===== src/hdl/rfue_pkg.sv =====
// rfue_pkg: shared types, constants and calendar tables for the rtc to epoch converter
// no dependencies; imported by rfue_front, rfue_queue, rfue_back and the top level

package rfue_pkg;

    // queue between front and back
    localparam int QDEPTH = 4;
    localparam int QPTR_W = $clog2(QDEPTH);
    localparam int QCNT_W = $clog2(QDEPTH + 1);

    // calendar constants
    localparam logic [14:0] EPOCH_YEAR    = 15'd1970;
    localparam logic [14:0] MAX_YEAR      = 15'd9999;
    localparam logic [14:0] DEFAULT_CENT  = 15'd2000;
    localparam logic [12:0] LEAP_OFFSET   = 13'd477;
    localparam logic [16:0] SEC_PER_DAY   = 17'd86400;
    localparam logic [11:0] SEC_PER_HOUR  = 12'd3600;
    localparam logic [5:0]  SEC_PER_MIN   = 6'd60;

    // status register b bits
    localparam int STAT_BINARY = 2;
    localparam int STAT_24H    = 1;
    localparam int HOUR_PM_BIT = 7;

    // decoded and classified request, front to back
    typedef struct packed {
        logic [13:0] year;
        logic [3:0]  mon;
        logic [4:0]  day;
        logic [4:0]  hr;
        logic [5:0]  min;
        logic [5:0]  sec;
        logic        leap;
        logic [6:0]  qpy;      // (year - 1) / 100
        logic        invalid;
    } t_item;

    // low nibble plus ten times high nibble, bad digits decoded the same way
    function automatic logic [7:0] dec_bcd(input logic [7:0] v);
        dec_bcd = {4'b0, v[3:0]} + {1'b0, v[7:4], 3'b0} + {3'b0, v[7:4], 1'b0};
    endfunction

    // days in month for a common year
    function automatic logic [4:0] month_len(input logic [3:0] m);
        case (m)
            4'd2:                      month_len = 5'd28;
            4'd4, 4'd6, 4'd9, 4'd11:   month_len = 5'd30;
            default:                   month_len = 5'd31;
        endcase
    endfunction

    // days before the first of the month for a common year
    function automatic logic [8:0] cum_days(input logic [3:0] m);
        case (m)
            4'd2:    cum_days = 9'd31;
            4'd3:    cum_days = 9'd59;
            4'd4:    cum_days = 9'd90;
            4'd5:    cum_days = 9'd120;
            4'd6:    cum_days = 9'd151;
            4'd7:    cum_days = 9'd181;
            4'd8:    cum_days = 9'd212;
            4'd9:    cum_days = 9'd243;
            4'd10:   cum_days = 9'd273;
            4'd11:   cum_days = 9'd304;
            4'd12:   cum_days = 9'd334;
            default: cum_days = 9'd0;
        endcase
    endfunction

endpackage


===== src/hdl/rfue_front.sv =====
// rfue_front: accepts raw rtc register sets, decodes bcd and 12-hour time, builds the year
// and classifies the request as valid or invalid; depends on rfue_pkg

module rfue_front (
    input  logic                i_clk,
    input  logic                i_rst_n,
    input  logic                i_century_present,
    input  logic                i_vld,
    output logic                o_rdy,
    input  logic [55:0]         i_data,     // sec, min, hours, day, month, year, century
    input  logic [7:0]          i_status,
    output logic                o_wr_vld,
    input  logic                i_wr_rdy,
    output rfue_pkg::t_item     o_wr_item
);
    import rfue_pkg::*;

    // stage 1: field decode and year
    logic        bcd;
    logic [7:0]  d_sec, d_min, d_day, d_mon, d_yr, d_cen, raw_cen;
    logic [7:0]  d_hr8;
    logic [14:0] cen_x100;
    logic [14:0] n_s1_year;

    logic        r_s1_vld;
    logic [7:0]  r_s1_sec, r_s1_min, r_s1_day, r_s1_mon;
    logic [6:0]  r_s1_hr;
    logic [14:0] r_s1_year;
    logic        r_s1_pm, r_s1_h12;

    // stage 2: hour fold, year and field range checks, quotient by 100
    logic [12:0] hq_prod;
    logic [3:0]  hq;
    logic [6:0]  hmod;
    logic [6:0]  hr24;
    logic [27:0] q_prod;
    logic [8:0]  q100;
    logic        n_s2_bad;

    logic        r_s2_vld;
    logic [13:0] r_s2_year;
    logic [6:0]  r_s2_q100;
    logic [3:0]  r_s2_mon;
    logic [7:0]  r_s2_day;
    logic [4:0]  r_s2_hr;
    logic [5:0]  r_s2_min, r_s2_sec;
    logic        r_s2_bad;

    // stage 3: leap year and day check
    logic [13:0] q_x100;
    logic        r100z;
    logic        leap;
    logic [4:0]  mdays;
    logic        day_bad;

    logic s1_rdy, s2_rdy;

    assign s2_rdy = !r_s2_vld || i_wr_rdy;
    assign s1_rdy = !r_s1_vld || s2_rdy;
    assign o_rdy  = s1_rdy;

    always_comb begin
        bcd     = !i_status[STAT_BINARY];
        raw_cen = i_century_present ? i_data[55:48] : 8'd0;
        d_sec   = bcd ? dec_bcd(i_data[7:0])   : i_data[7:0];
        d_min   = bcd ? dec_bcd(i_data[15:8])  : i_data[15:8];
        d_hr8   = bcd ? dec_bcd({1'b0, i_data[22:16]}) : {1'b0, i_data[22:16]};
        d_day   = bcd ? dec_bcd(i_data[31:24]) : i_data[31:24];
        d_mon   = bcd ? dec_bcd(i_data[39:32]) : i_data[39:32];
        d_yr    = bcd ? dec_bcd(i_data[47:40]) : i_data[47:40];
        d_cen   = bcd ? dec_bcd(raw_cen)       : raw_cen;
        cen_x100 = {1'b0, d_cen, 6'b0} + {2'b0, d_cen, 5'b0} + {5'b0, d_cen, 2'b0};
        if (d_cen != 8'd0) begin
            n_s1_year = cen_x100 + 15'(d_yr);
        end else begin
            n_s1_year = DEFAULT_CENT + 15'(d_yr);
        end
    end

    always_ff @(posedge i_clk) begin
        if (!i_rst_n) begin
            r_s1_vld <= 1'b0;
        end else if (s1_rdy) begin
            r_s1_vld <= i_vld;
        end
    end

    always_ff @(posedge i_clk) begin
        if (s1_rdy) begin
            r_s1_sec  <= d_sec;
            r_s1_min  <= d_min;
            r_s1_hr   <= d_hr8[6:0];
            r_s1_day  <= d_day;
            r_s1_mon  <= d_mon;
            r_s1_year <= n_s1_year;
            r_s1_pm   <= i_data[16 + HOUR_PM_BIT];
            r_s1_h12  <= !i_status[STAT_24H];
        end
    end

    always_comb begin
        // hour / 12 by reciprocal, exact for 7-bit hours
        hq_prod = 13'(r_s1_hr) * 13'd43;
        hq      = hq_prod[12:9];
        hmod    = r_s1_hr - 7'({hq, 3'b0} + {1'b0, hq, 2'b0});
        if (r_s1_h12) begin
            hr24 = hmod + (r_s1_pm ? 7'd12 : 7'd0);
        end else begin
            hr24 = r_s1_hr;
        end
        // year / 100 by reciprocal, exact below 16666
        q_prod = 28'(r_s1_year) * 28'd5243;
        q100   = q_prod[27:19];
        n_s2_bad = (r_s1_year < EPOCH_YEAR) || (r_s1_year > MAX_YEAR) ||
                   (r_s1_mon < 8'd1) || (r_s1_mon > 8'd12) || (hr24 > 7'd23) ||
                   (r_s1_min > 8'd59) || (r_s1_sec > 8'd59);
    end

    always_ff @(posedge i_clk) begin
        if (!i_rst_n) begin
            r_s2_vld <= 1'b0;
        end else if (s2_rdy) begin
            r_s2_vld <= r_s1_vld;
        end
    end

    always_ff @(posedge i_clk) begin
        if (s2_rdy) begin
            r_s2_year <= r_s1_year[13:0];
            r_s2_q100 <= q100[6:0];
            r_s2_mon  <= r_s1_mon[3:0];
            r_s2_day  <= r_s1_day;
            r_s2_hr   <= hr24[4:0];
            r_s2_min  <= r_s1_min[5:0];
            r_s2_sec  <= r_s1_sec[5:0];
            r_s2_bad  <= n_s2_bad;
        end
    end

    always_comb begin
        q_x100  = {1'b0, r_s2_q100, 6'b0} + {2'b0, r_s2_q100, 5'b0} + {5'b0, r_s2_q100, 2'b0};
        r100z   = (r_s2_year == q_x100);
        leap    = (r_s2_year[1:0] == 2'b00) && (!r100z || (r_s2_q100[1:0] == 2'b00));
        mdays   = month_len(r_s2_mon) + ((r_s2_mon == 4'd2 && leap) ? 5'd1 : 5'd0);
        day_bad = (r_s2_day == 8'd0) || (r_s2_day > 8'(mdays));

        o_wr_item.year    = r_s2_year;
        o_wr_item.mon     = r_s2_mon;
        o_wr_item.day     = r_s2_day[4:0];
        o_wr_item.hr      = r_s2_hr;
        o_wr_item.min     = r_s2_min;
        o_wr_item.sec     = r_s2_sec;
        o_wr_item.leap    = leap;
        o_wr_item.qpy     = r100z ? (r_s2_q100 - 7'd1) : r_s2_q100;
        o_wr_item.invalid = r_s2_bad || day_bad;
    end

    assign o_wr_vld = r_s2_vld;

endmodule


===== src/hdl/rfue_queue.sv =====
// rfue_queue: small register queue of classified requests between front and back
// depends on rfue_pkg

module rfue_queue (
    input  logic                i_clk,
    input  logic                i_rst_n,
    input  logic                i_wr_vld,
    output logic                o_wr_rdy,
    input  rfue_pkg::t_item     i_wr_item,
    output logic                o_rd_vld,
    input  logic                i_rd_rdy,
    output rfue_pkg::t_item     o_rd_item
);
    import rfue_pkg::*;

    t_item               r_mem [QDEPTH];
    logic [QPTR_W-1:0]   r_wptr, r_rptr;
    logic [QCNT_W-1:0]   r_count;
    logic                wr_en, rd_en;

    assign o_wr_rdy  = (r_count != QCNT_W'(QDEPTH));
    assign o_rd_vld  = (r_count != '0);
    assign wr_en     = i_wr_vld && o_wr_rdy;
    assign rd_en     = o_rd_vld && i_rd_rdy;
    assign o_rd_item = r_mem[r_rptr];

    always_ff @(posedge i_clk) begin
        if (!i_rst_n) begin
            r_wptr  <= '0;
            r_rptr  <= '0;
            r_count <= '0;
        end else begin
            if (wr_en) begin
                r_wptr <= r_wptr + 1'b1;
            end
            if (rd_en) begin
                r_rptr <= r_rptr + 1'b1;
            end
            r_count <= r_count + QCNT_W'(wr_en) - QCNT_W'(rd_en);
        end
    end

    always_ff @(posedge i_clk) begin
        if (wr_en) begin
            r_mem[r_wptr] <= i_wr_item;
        end
    end

    a_count_bound: assert property (@(posedge i_clk) disable iff (!i_rst_n)
        r_count <= QCNT_W'(QDEPTH))
        else $error("queue count above depth");

    a_count_track: assert property (@(posedge i_clk) disable iff (!i_rst_n)
        $past(i_rst_n) |->
            r_count == $past(r_count) + QCNT_W'($past(wr_en)) - QCNT_W'($past(rd_en)))
        else $error("queue count out of step with pushes and pops");

    a_ptr_gap: assert property (@(posedge i_clk) disable iff (!i_rst_n)
        (r_count != QCNT_W'(QDEPTH)) |-> (r_wptr - r_rptr) == r_count[QPTR_W-1:0])
        else $error("queue pointers disagree with count");

endmodule


===== src/hdl/rfue_back.sv =====
// rfue_back: four-stage pipeline that turns a classified request into epoch seconds
// depends on rfue_pkg

module rfue_back (
    input  logic                i_clk,
    input  logic                i_rst_n,
    input  logic                i_rd_vld,
    output logic                o_rd_rdy,
    input  rfue_pkg::t_item     i_item,
    output logic                o_tvalid,
    input  logic                i_tready,
    output logic [39:0]         o_tdata,    // epoch_seconds[37:0], two zero bits
    output logic                o_tuser     // invalid
);
    import rfue_pkg::*;

    logic b1_rdy, b2_rdy, b3_rdy, b4_rdy;

    // stage 1: year and time products, leap days and day of year
    logic [13:0] yoff, py;
    logic [22:0] m365_prod;
    logic [12:0] lc;
    logic [8:0]  mo;
    logic [16:0] h3600;
    logic [11:0] m60;

    logic        r_b1_vld;
    logic [21:0] r_b1_m365;
    logic [11:0] r_b1_lc;
    logic [8:0]  r_b1_mo;
    logic [16:0] r_b1_h3600;
    logic [11:0] r_b1_m60;
    logic [5:0]  r_b1_sec;
    logic        r_b1_inv;

    // stage 2: day count and seconds of day
    logic        r_b2_vld;
    logic [21:0] r_b2_days;
    logic [16:0] r_b2_hms;
    logic        r_b2_inv;

    // stage 3: days times seconds per day
    logic [38:0] dprod;
    logic        r_b3_vld;
    logic [37:0] r_b3_dsec;
    logic [16:0] r_b3_hms;
    logic        r_b3_inv;

    // stage 4: final sum and output register
    logic        r_b4_vld;
    logic [37:0] r_b4_epoch;
    logic        r_b4_inv;

    assign b4_rdy   = !r_b4_vld || i_tready;
    assign b3_rdy   = !r_b3_vld || b4_rdy;
    assign b2_rdy   = !r_b2_vld || b3_rdy;
    assign b1_rdy   = !r_b1_vld || b2_rdy;
    assign o_rd_rdy = b1_rdy;

    always_comb begin
        yoff      = i_item.year - EPOCH_YEAR[13:0];
        py        = i_item.year - 14'd1;
        m365_prod = 23'(yoff) * 23'd365;
        // leap days before this year, counted from 1970
        lc        = 13'(py[13:2]) + 13'(i_item.qpy[6:2]) - 13'(i_item.qpy) - LEAP_OFFSET;
        mo        = cum_days(i_item.mon) + 9'(i_item.day) - 9'd1 +
                    ((i_item.mon > 4'd2 && i_item.leap) ? 9'd1 : 9'd0);
        h3600     = 17'(i_item.hr) * 17'(SEC_PER_HOUR);
        m60       = 12'(i_item.min) * 12'(SEC_PER_MIN);
        dprod     = 39'(r_b2_days) * 39'(SEC_PER_DAY);
    end

    always_ff @(posedge i_clk) begin
        if (!i_rst_n) begin
            r_b1_vld <= 1'b0;
            r_b2_vld <= 1'b0;
            r_b3_vld <= 1'b0;
            r_b4_vld <= 1'b0;
        end else begin
            if (b1_rdy) begin
                r_b1_vld <= i_rd_vld;
            end
            if (b2_rdy) begin
                r_b2_vld <= r_b1_vld;
            end
            if (b3_rdy) begin
                r_b3_vld <= r_b2_vld;
            end
            if (b4_rdy) begin
                r_b4_vld <= r_b3_vld;
            end
        end
    end

    always_ff @(posedge i_clk) begin
        if (b1_rdy) begin
            r_b1_m365  <= m365_prod[21:0];
            r_b1_lc    <= lc[11:0];
            r_b1_mo    <= mo;
            r_b1_h3600 <= h3600;
            r_b1_m60   <= m60;
            r_b1_sec   <= i_item.sec;
            r_b1_inv   <= i_item.invalid;
        end
        if (b2_rdy) begin
            r_b2_days <= r_b1_m365 + 22'(r_b1_lc) + 22'(r_b1_mo);
            r_b2_hms  <= r_b1_h3600 + 17'(r_b1_m60) + 17'(r_b1_sec);
            r_b2_inv  <= r_b1_inv;
        end
        if (b3_rdy) begin
            r_b3_dsec <= dprod[37:0];
            r_b3_hms  <= r_b2_hms;
            r_b3_inv  <= r_b2_inv;
        end
        if (b4_rdy) begin
            r_b4_epoch <= r_b3_inv ? 38'd0 : (r_b3_dsec + 38'(r_b3_hms));
            r_b4_inv   <= r_b3_inv;
        end
    end

    assign o_tvalid = r_b4_vld;
    assign o_tdata  = {2'b00, r_b4_epoch};
    assign o_tuser  = r_b4_inv;

endmodule


===== src/hdl/rtc_fields_to_unix_epoch.sv =====
// rtc_fields_to_unix_epoch: top level of the rtc register set to unix epoch converter
// depends on rfue_pkg, rfue_front, rfue_queue and rfue_back

// Converts one snapshot of cmos clock registers per request into seconds since
// 1970-01-01 00:00:00. Status bit 2 clear selects bcd decode of every byte, status
// bit 1 clear selects 12-hour time with the pm flag in hour bit 7. The year is
// century*100+year when a century register is present (i_cfg_wdata written as 1)
// and decodes nonzero, else 2000+year. Out-of-range dates and times, and years
// outside 1970..9999, come out with tuser set and tdata zero. The block takes one
// request per clock and returns one result per clock while the result side does not
// stall; each request passes in turn through seven register stages: two front register
// stages, one queue slot and four back pipeline stages (the back multiplier stage for
// days times 86400 is one of them). A four-entry queue lets the front keep accepting
// while the result side stalls, until the queue fills. Write the century setting only
// while no request is in flight.

module rtc_fields_to_unix_epoch (
    input  logic        i_clk,
    input  logic        i_rst_n,
    // configuration
    input  logic        i_cfg_we,
    input  logic        i_cfg_wdata,     // century_present
    // request stream
    input  logic        s_axis_tvalid,
    output logic        s_axis_tready,
    input  logic [55:0] s_axis_tdata,    // raw_seconds, raw_minutes, raw_hours, raw_day,
                                         // raw_month, raw_year, raw_century
    input  logic [7:0]  s_axis_tuser,    // status_b
    // result stream
    output logic        m_axis_tvalid,
    input  logic        m_axis_tready,
    output logic [39:0] m_axis_tdata,    // epoch_seconds[37:0], two zero pad bits
    output logic        m_axis_tuser     // invalid
);
    import rfue_pkg::*;

    // century register presence setting
    logic  r_century_present;

    // front to queue
    logic  f_wr_vld, q_wr_rdy;
    t_item f_item;

    // queue to back
    logic  q_rd_vld, b_rd_rdy;
    t_item q_item;

    always_ff @(posedge i_clk) begin
        if (!i_rst_n) begin
            r_century_present <= 1'b0;
        end else if (i_cfg_we) begin
            r_century_present <= i_cfg_wdata;
        end
    end

    // decode, year build and range classification
    rfue_front u_front (
        .i_clk             (i_clk),
        .i_rst_n           (i_rst_n),
        .i_century_present (r_century_present),
        .i_vld             (s_axis_tvalid),
        .o_rdy             (s_axis_tready),
        .i_data            (s_axis_tdata),
        .i_status          (s_axis_tuser),
        .o_wr_vld          (f_wr_vld),
        .i_wr_rdy          (q_wr_rdy),
        .o_wr_item         (f_item)
    );

    // decouples front and back so each stalls on its own
    rfue_queue u_queue (
        .i_clk     (i_clk),
        .i_rst_n   (i_rst_n),
        .i_wr_vld  (f_wr_vld),
        .o_wr_rdy  (q_wr_rdy),
        .i_wr_item (f_item),
        .o_rd_vld  (q_rd_vld),
        .i_rd_rdy  (b_rd_rdy),
        .o_rd_item (q_item)
    );

    // day count, seconds arithmetic and output register
    rfue_back u_back (
        .i_clk    (i_clk),
        .i_rst_n  (i_rst_n),
        .i_rd_vld (q_rd_vld),
        .o_rd_rdy (b_rd_rdy),
        .i_item   (q_item),
        .o_tvalid (m_axis_tvalid),
        .i_tready (m_axis_tready),
        .o_tdata  (m_axis_tdata),
        .o_tuser  (m_axis_tuser)
    );

endmodule


===== config.mk =====
export PLATFORM = sky130hd
export DESIGN_NAME = rtc_fields_to_unix_epoch
export DESIGN_NICKNAME = d
export VERILOG_FILES = /design/src/hdl/rfue_pkg.sv /design/src/hdl/rfue_front.sv /design/src/hdl/rfue_queue.sv /design/src/hdl/rfue_back.sv /design/src/hdl/rtc_fields_to_unix_epoch.sv
export SDC_FILE = /design/constraint.sdc
export NUM_CORES = 2
export LEC_CHECK = 0
export BUFFER_PORTS_ARGS = -buffer_cell sky130_fd_sc_hd__buf_2
export CAP_MARGIN = 20
export CORE_MARGIN = 2
export CORE_UTILIZATION = 69
export DETAILED_ROUTE_END_ITERATION = 8
export HOLD_SLACK_MARGIN = 0.05
export PLACE_DENSITY = 0.94
export SKIP_LAST_GASP = 1
export SLEW_MARGIN = 25
export SYNTH_ARGS = -nofsm -noshare
export SYNTH_HDL_FRONTEND = slang
export SYNTH_SLANG_ARGS = --single-unit

===== constraint.sdc =====
create_clock -name i_clk -period 11.8 [get_ports i_clk]
set_input_delay 0 -clock i_clk [delete_from_list [all_inputs] [get_ports i_clk]]
set_output_delay 0 -clock i_clk [all_outputs]
set_load 0.05 [all_outputs]

==> run_results.csv <==
group,metric,value,unit
logic_synthesis,ys_ff_latch,519,
sta,fin_crit,7.26,ns
drt,first_pass_iters,8,
setup_path,crit_type,"register to register",
clock_network,cts.sinks,519,
drt,vias_per_cell,6.21,
job,drv_cap,0,
floorplan,die_area,54700,sq um
final_layout,areaGrowthSynthToFinish,10.4,%
drt,totalWireLength,84.8,mm
setup_path,crit_chain,"buf_4 -> mux4_2 -> inv_1 -> ha_1 -> nand2b_1 -> nor2b_1 -> o21ai_0 -> nor2_1 -> xnor2_1 -> ha_1 -> fa_1 -> inv_1 -> fa_1 -> inv_1 -> fa_1 -> ha_1 -> nor4_1 -> o21ai_0 -> a311oi_1 -> o21ai_0 -> a41o_1 -> a21oi_1 -> xnor2_1",
drt,final_antenna_net_count,0,
clock_network,cts_tree,"yes",
logic_synthesis,ys_dominant_reg_cell,"edfxtp_1",
grt,antenna_found_initial,3,
sta,relSlewSlack,34.1,%
setup_path,critPathSlowestCell,"fa_1",
clock_network,htreeDepth,2,
logic_synthesis,ys_seq_area_share,42.3,%
clock_network,cts_setup_buffers,0,
place,dpl.hpwl,57.4,mm
final_layout,multi_input_area,18900,sq um
grt,track_usage,31.9,%
grt,grt_pass1_wl,134,mm
setup_path,cp-end-kind,"register",
sta,drv_slew,0,
final_layout,fillers,2752,
floorplan,die_h,234,um
logic_synthesis,synth_edf_count,503,
clock_network,cts_resized,0,
clock_network,clk_pin_slew,0.07,ns
setup_path,critical_path_peak_fanout,49,
logic_synthesis,ys_types,65,
sta,worst_pin_slew,0.982,ns
sta,rsz0062_at_grt,"false",
setup_path,cp_top_family,"adder cells",
logic_synthesis,ys_async_sr_fraction,0,%
floorplan,ios,113,
sta,finalHoldViolCount,0,
drt,num_vias,23900,
setup_path,startpoint_type,"register",
clock_network,cts-root-buf,"clkbuf_16",
sta,skew,0.0321,ns
logic_synthesis,synth_area,36400,sq um
floorplan,initial_utilization,69.6,%
sta,finalCritPeriodShare,61.6,%
drt,drc_errors,0,
logic_synthesis,postSynthCellCount,2910,
clock_network,clock_path_buffers,3,
final_layout,fin_nets,3936,
sta,fin_tns_setup,0,ns
drt,wl_per_cell,22.1,um
setup_path,critPathMaxStageDelay,0.55,ns
setup_path,cp.buffers_inverters,4,
sta,setup_viol,0,
floorplan,die_w,234,um
clock_network,hold_buffers,73,
worst_hold_path,min_path_type,"input port to register",
sta,fmax,0.138,GHz
final_layout,final-seq-area,15400,sq um
drt,drt-initial-drc-count,1984,
logic_synthesis,synth.avg_cell_area,12.5,sq um
floorplan,fp-row-count,84,
floorplan,core_area,52300,sq um
setup_path,timing.critical_path.required,12.16,ns
grt,grt_pass1_vias,25900,
logic_synthesis,yosys_warnings,0,
grt,grt_start_max_net_pins,71,
place,gp_congestion,0.899,
setup_path,worstPathArrival,7.63,ns
clock_network,cts_buffers,50,
clock_network,insertion_delay,0.62,ns
final_layout,drive_above_1_share,8.85,%
place,portBuffers,104,
outcome,status,"completed",
grt,grt_overflow,0,
cells in the mapped netlist (26+ instances only):
cell type,n,area share (%)
xnor2_1,143,3.4
mux4_2,50,3.1
and2_1,27,0.46
xor2_1,69,1.7
a21o_1,49,1.0
nor3_1,26,0.36
nand2_1,93,0.96
fa_1,231,13
a21oi_1,112,1.5
nor2b_1,43,0.74
inv_1,513,5.3
ha_1,521,18
edfxtp_1,503,41
o21ai_0,89,1.2
nor2_1,102,1.1
nand3_1,31,0.43
final cells by class:
class                      count  area share, %
clock inverter                34           1.12
sequential                   519           38.4
inverter                     513           4.79
tap                          688           2.14
clock buffer                  56           3.17
timing repair buffer         188           3.32
antenna                        3         0.0187
multi-input combinational   1842           47.1
per-layer routing:
metal / up-vias / global-route usage [%] / wire, um
li1: 10500 / - / -
met1: 11500 / 34.9 / 29000
met2: 1388 / 59.1 / 44500
met3: 446 / 4.17 / 5610
met4: 0 / 19.0 / 5610
met5: - / 0 / 0
final timing paths:
check | start | end | slack (ns) | cells after the start
worst min-delay path | s_axis_tuser[2] | u_front.r_s1_min[6]$_DFFE_PP_ | 0.08 | 2
worst max-delay path | register | u_back.r_b1_m365[20]$_DFFE_PN_ | 4.54 | 23
worst max register to register | register | u_back.r_b1_m365[20]$_DFFE_PN_ | 4.54 | 23
worst min register to register | u_back.r_b2_hms[5]$_DFFE_PP_ | u_back.r_b3_hms[5]$_DFFE_PP_ | 0.42 | 0
cell families after synthesis:
group | count (synthesis) | synth area share, %
flip-flops | 519 | 42.3
buffers and inverters | 550 | 5.73
AO/OA/AOI/OAI | 381 | 6.59
AND/OR/NAND/NOR | 417 | 5.74
adder cells (fa/ha/maj) | 752 | 30.6
other | 1 | 0.0103
multiplexers | 78 | 3.93
XOR/XNOR | 212 | 5.10
state kept, by name (all words and copies together) (netlist names), 9 cells and up, named ones only:
register,cells
u_back.r_b1_m60,10
u_back.r_b2_days,22
u_back.r_b1_mo,9
u_back.r_b1_lc,12
u_front.r_s1_year,15
u_back.r_b2_hms,17
u_back.r_b1_h3600,12
u_queue.r_mem,196
u_back.r_b4_epoch,38
u_back.r_b3_hms,17
u_front.r_s2_year,14
u_back.r_b3_dsec,31
u_back.r_b1_m365,22
worst register-to-register path, delay by kind of cell (launching register included):
family	cells	cell delay, ns
AND/OR/NAND/NOR	4	0.71
multiplexers	1	0.52
XOR/XNOR	2	0.44
flip-flops	1	0.31
adder cells (fa/ha/maj)	6	2.43
buffers and inverters	4	0.93
AO/OA/AOI/OAI	6	1.66
placed cells by master, fill, tap and decap left out, types with 49 or more instances in the layout:
cell type,count
xnor2_1,143
buf_2,103
edfxtp_1,503
xor2_1,69
nand2_1,90
fa_1,231
nor2_1,102
dlygate4sd3_1,73
mux4_2,50
a21o_1,49
ha_1,521
o21ai_0,89
inv_1,512
a21oi_1,112
clkbuf_16,50
stage by stage:
| step | instances | hold WS [ns] | area (sq um) | setup WS [ns] | util, % |
|---|---|---|---|---|---|
| floorplan | 2911 | 0.0989 | 36400 | 5.96 | - |
| CTS | 3840 | 0.0611 | 40200 | 4.74 | 76.8 |
| detailed placement | 3677 | 0.179 | 37800 | 4.81 | 72.2 |
| global placement | 3677 | 0.177 | 37800 | 5.14 | 72.2 |
| global route | 3843 | 0.0887 | 40200 | 4.34 | 76.9 |
| finish | 3843 | 0.0837 | 40200 | 4.54 | 76.9 |
Power is not shown: default switching activity piles up to over one toggle a cycle in this logic, so the estimate is an artifact.
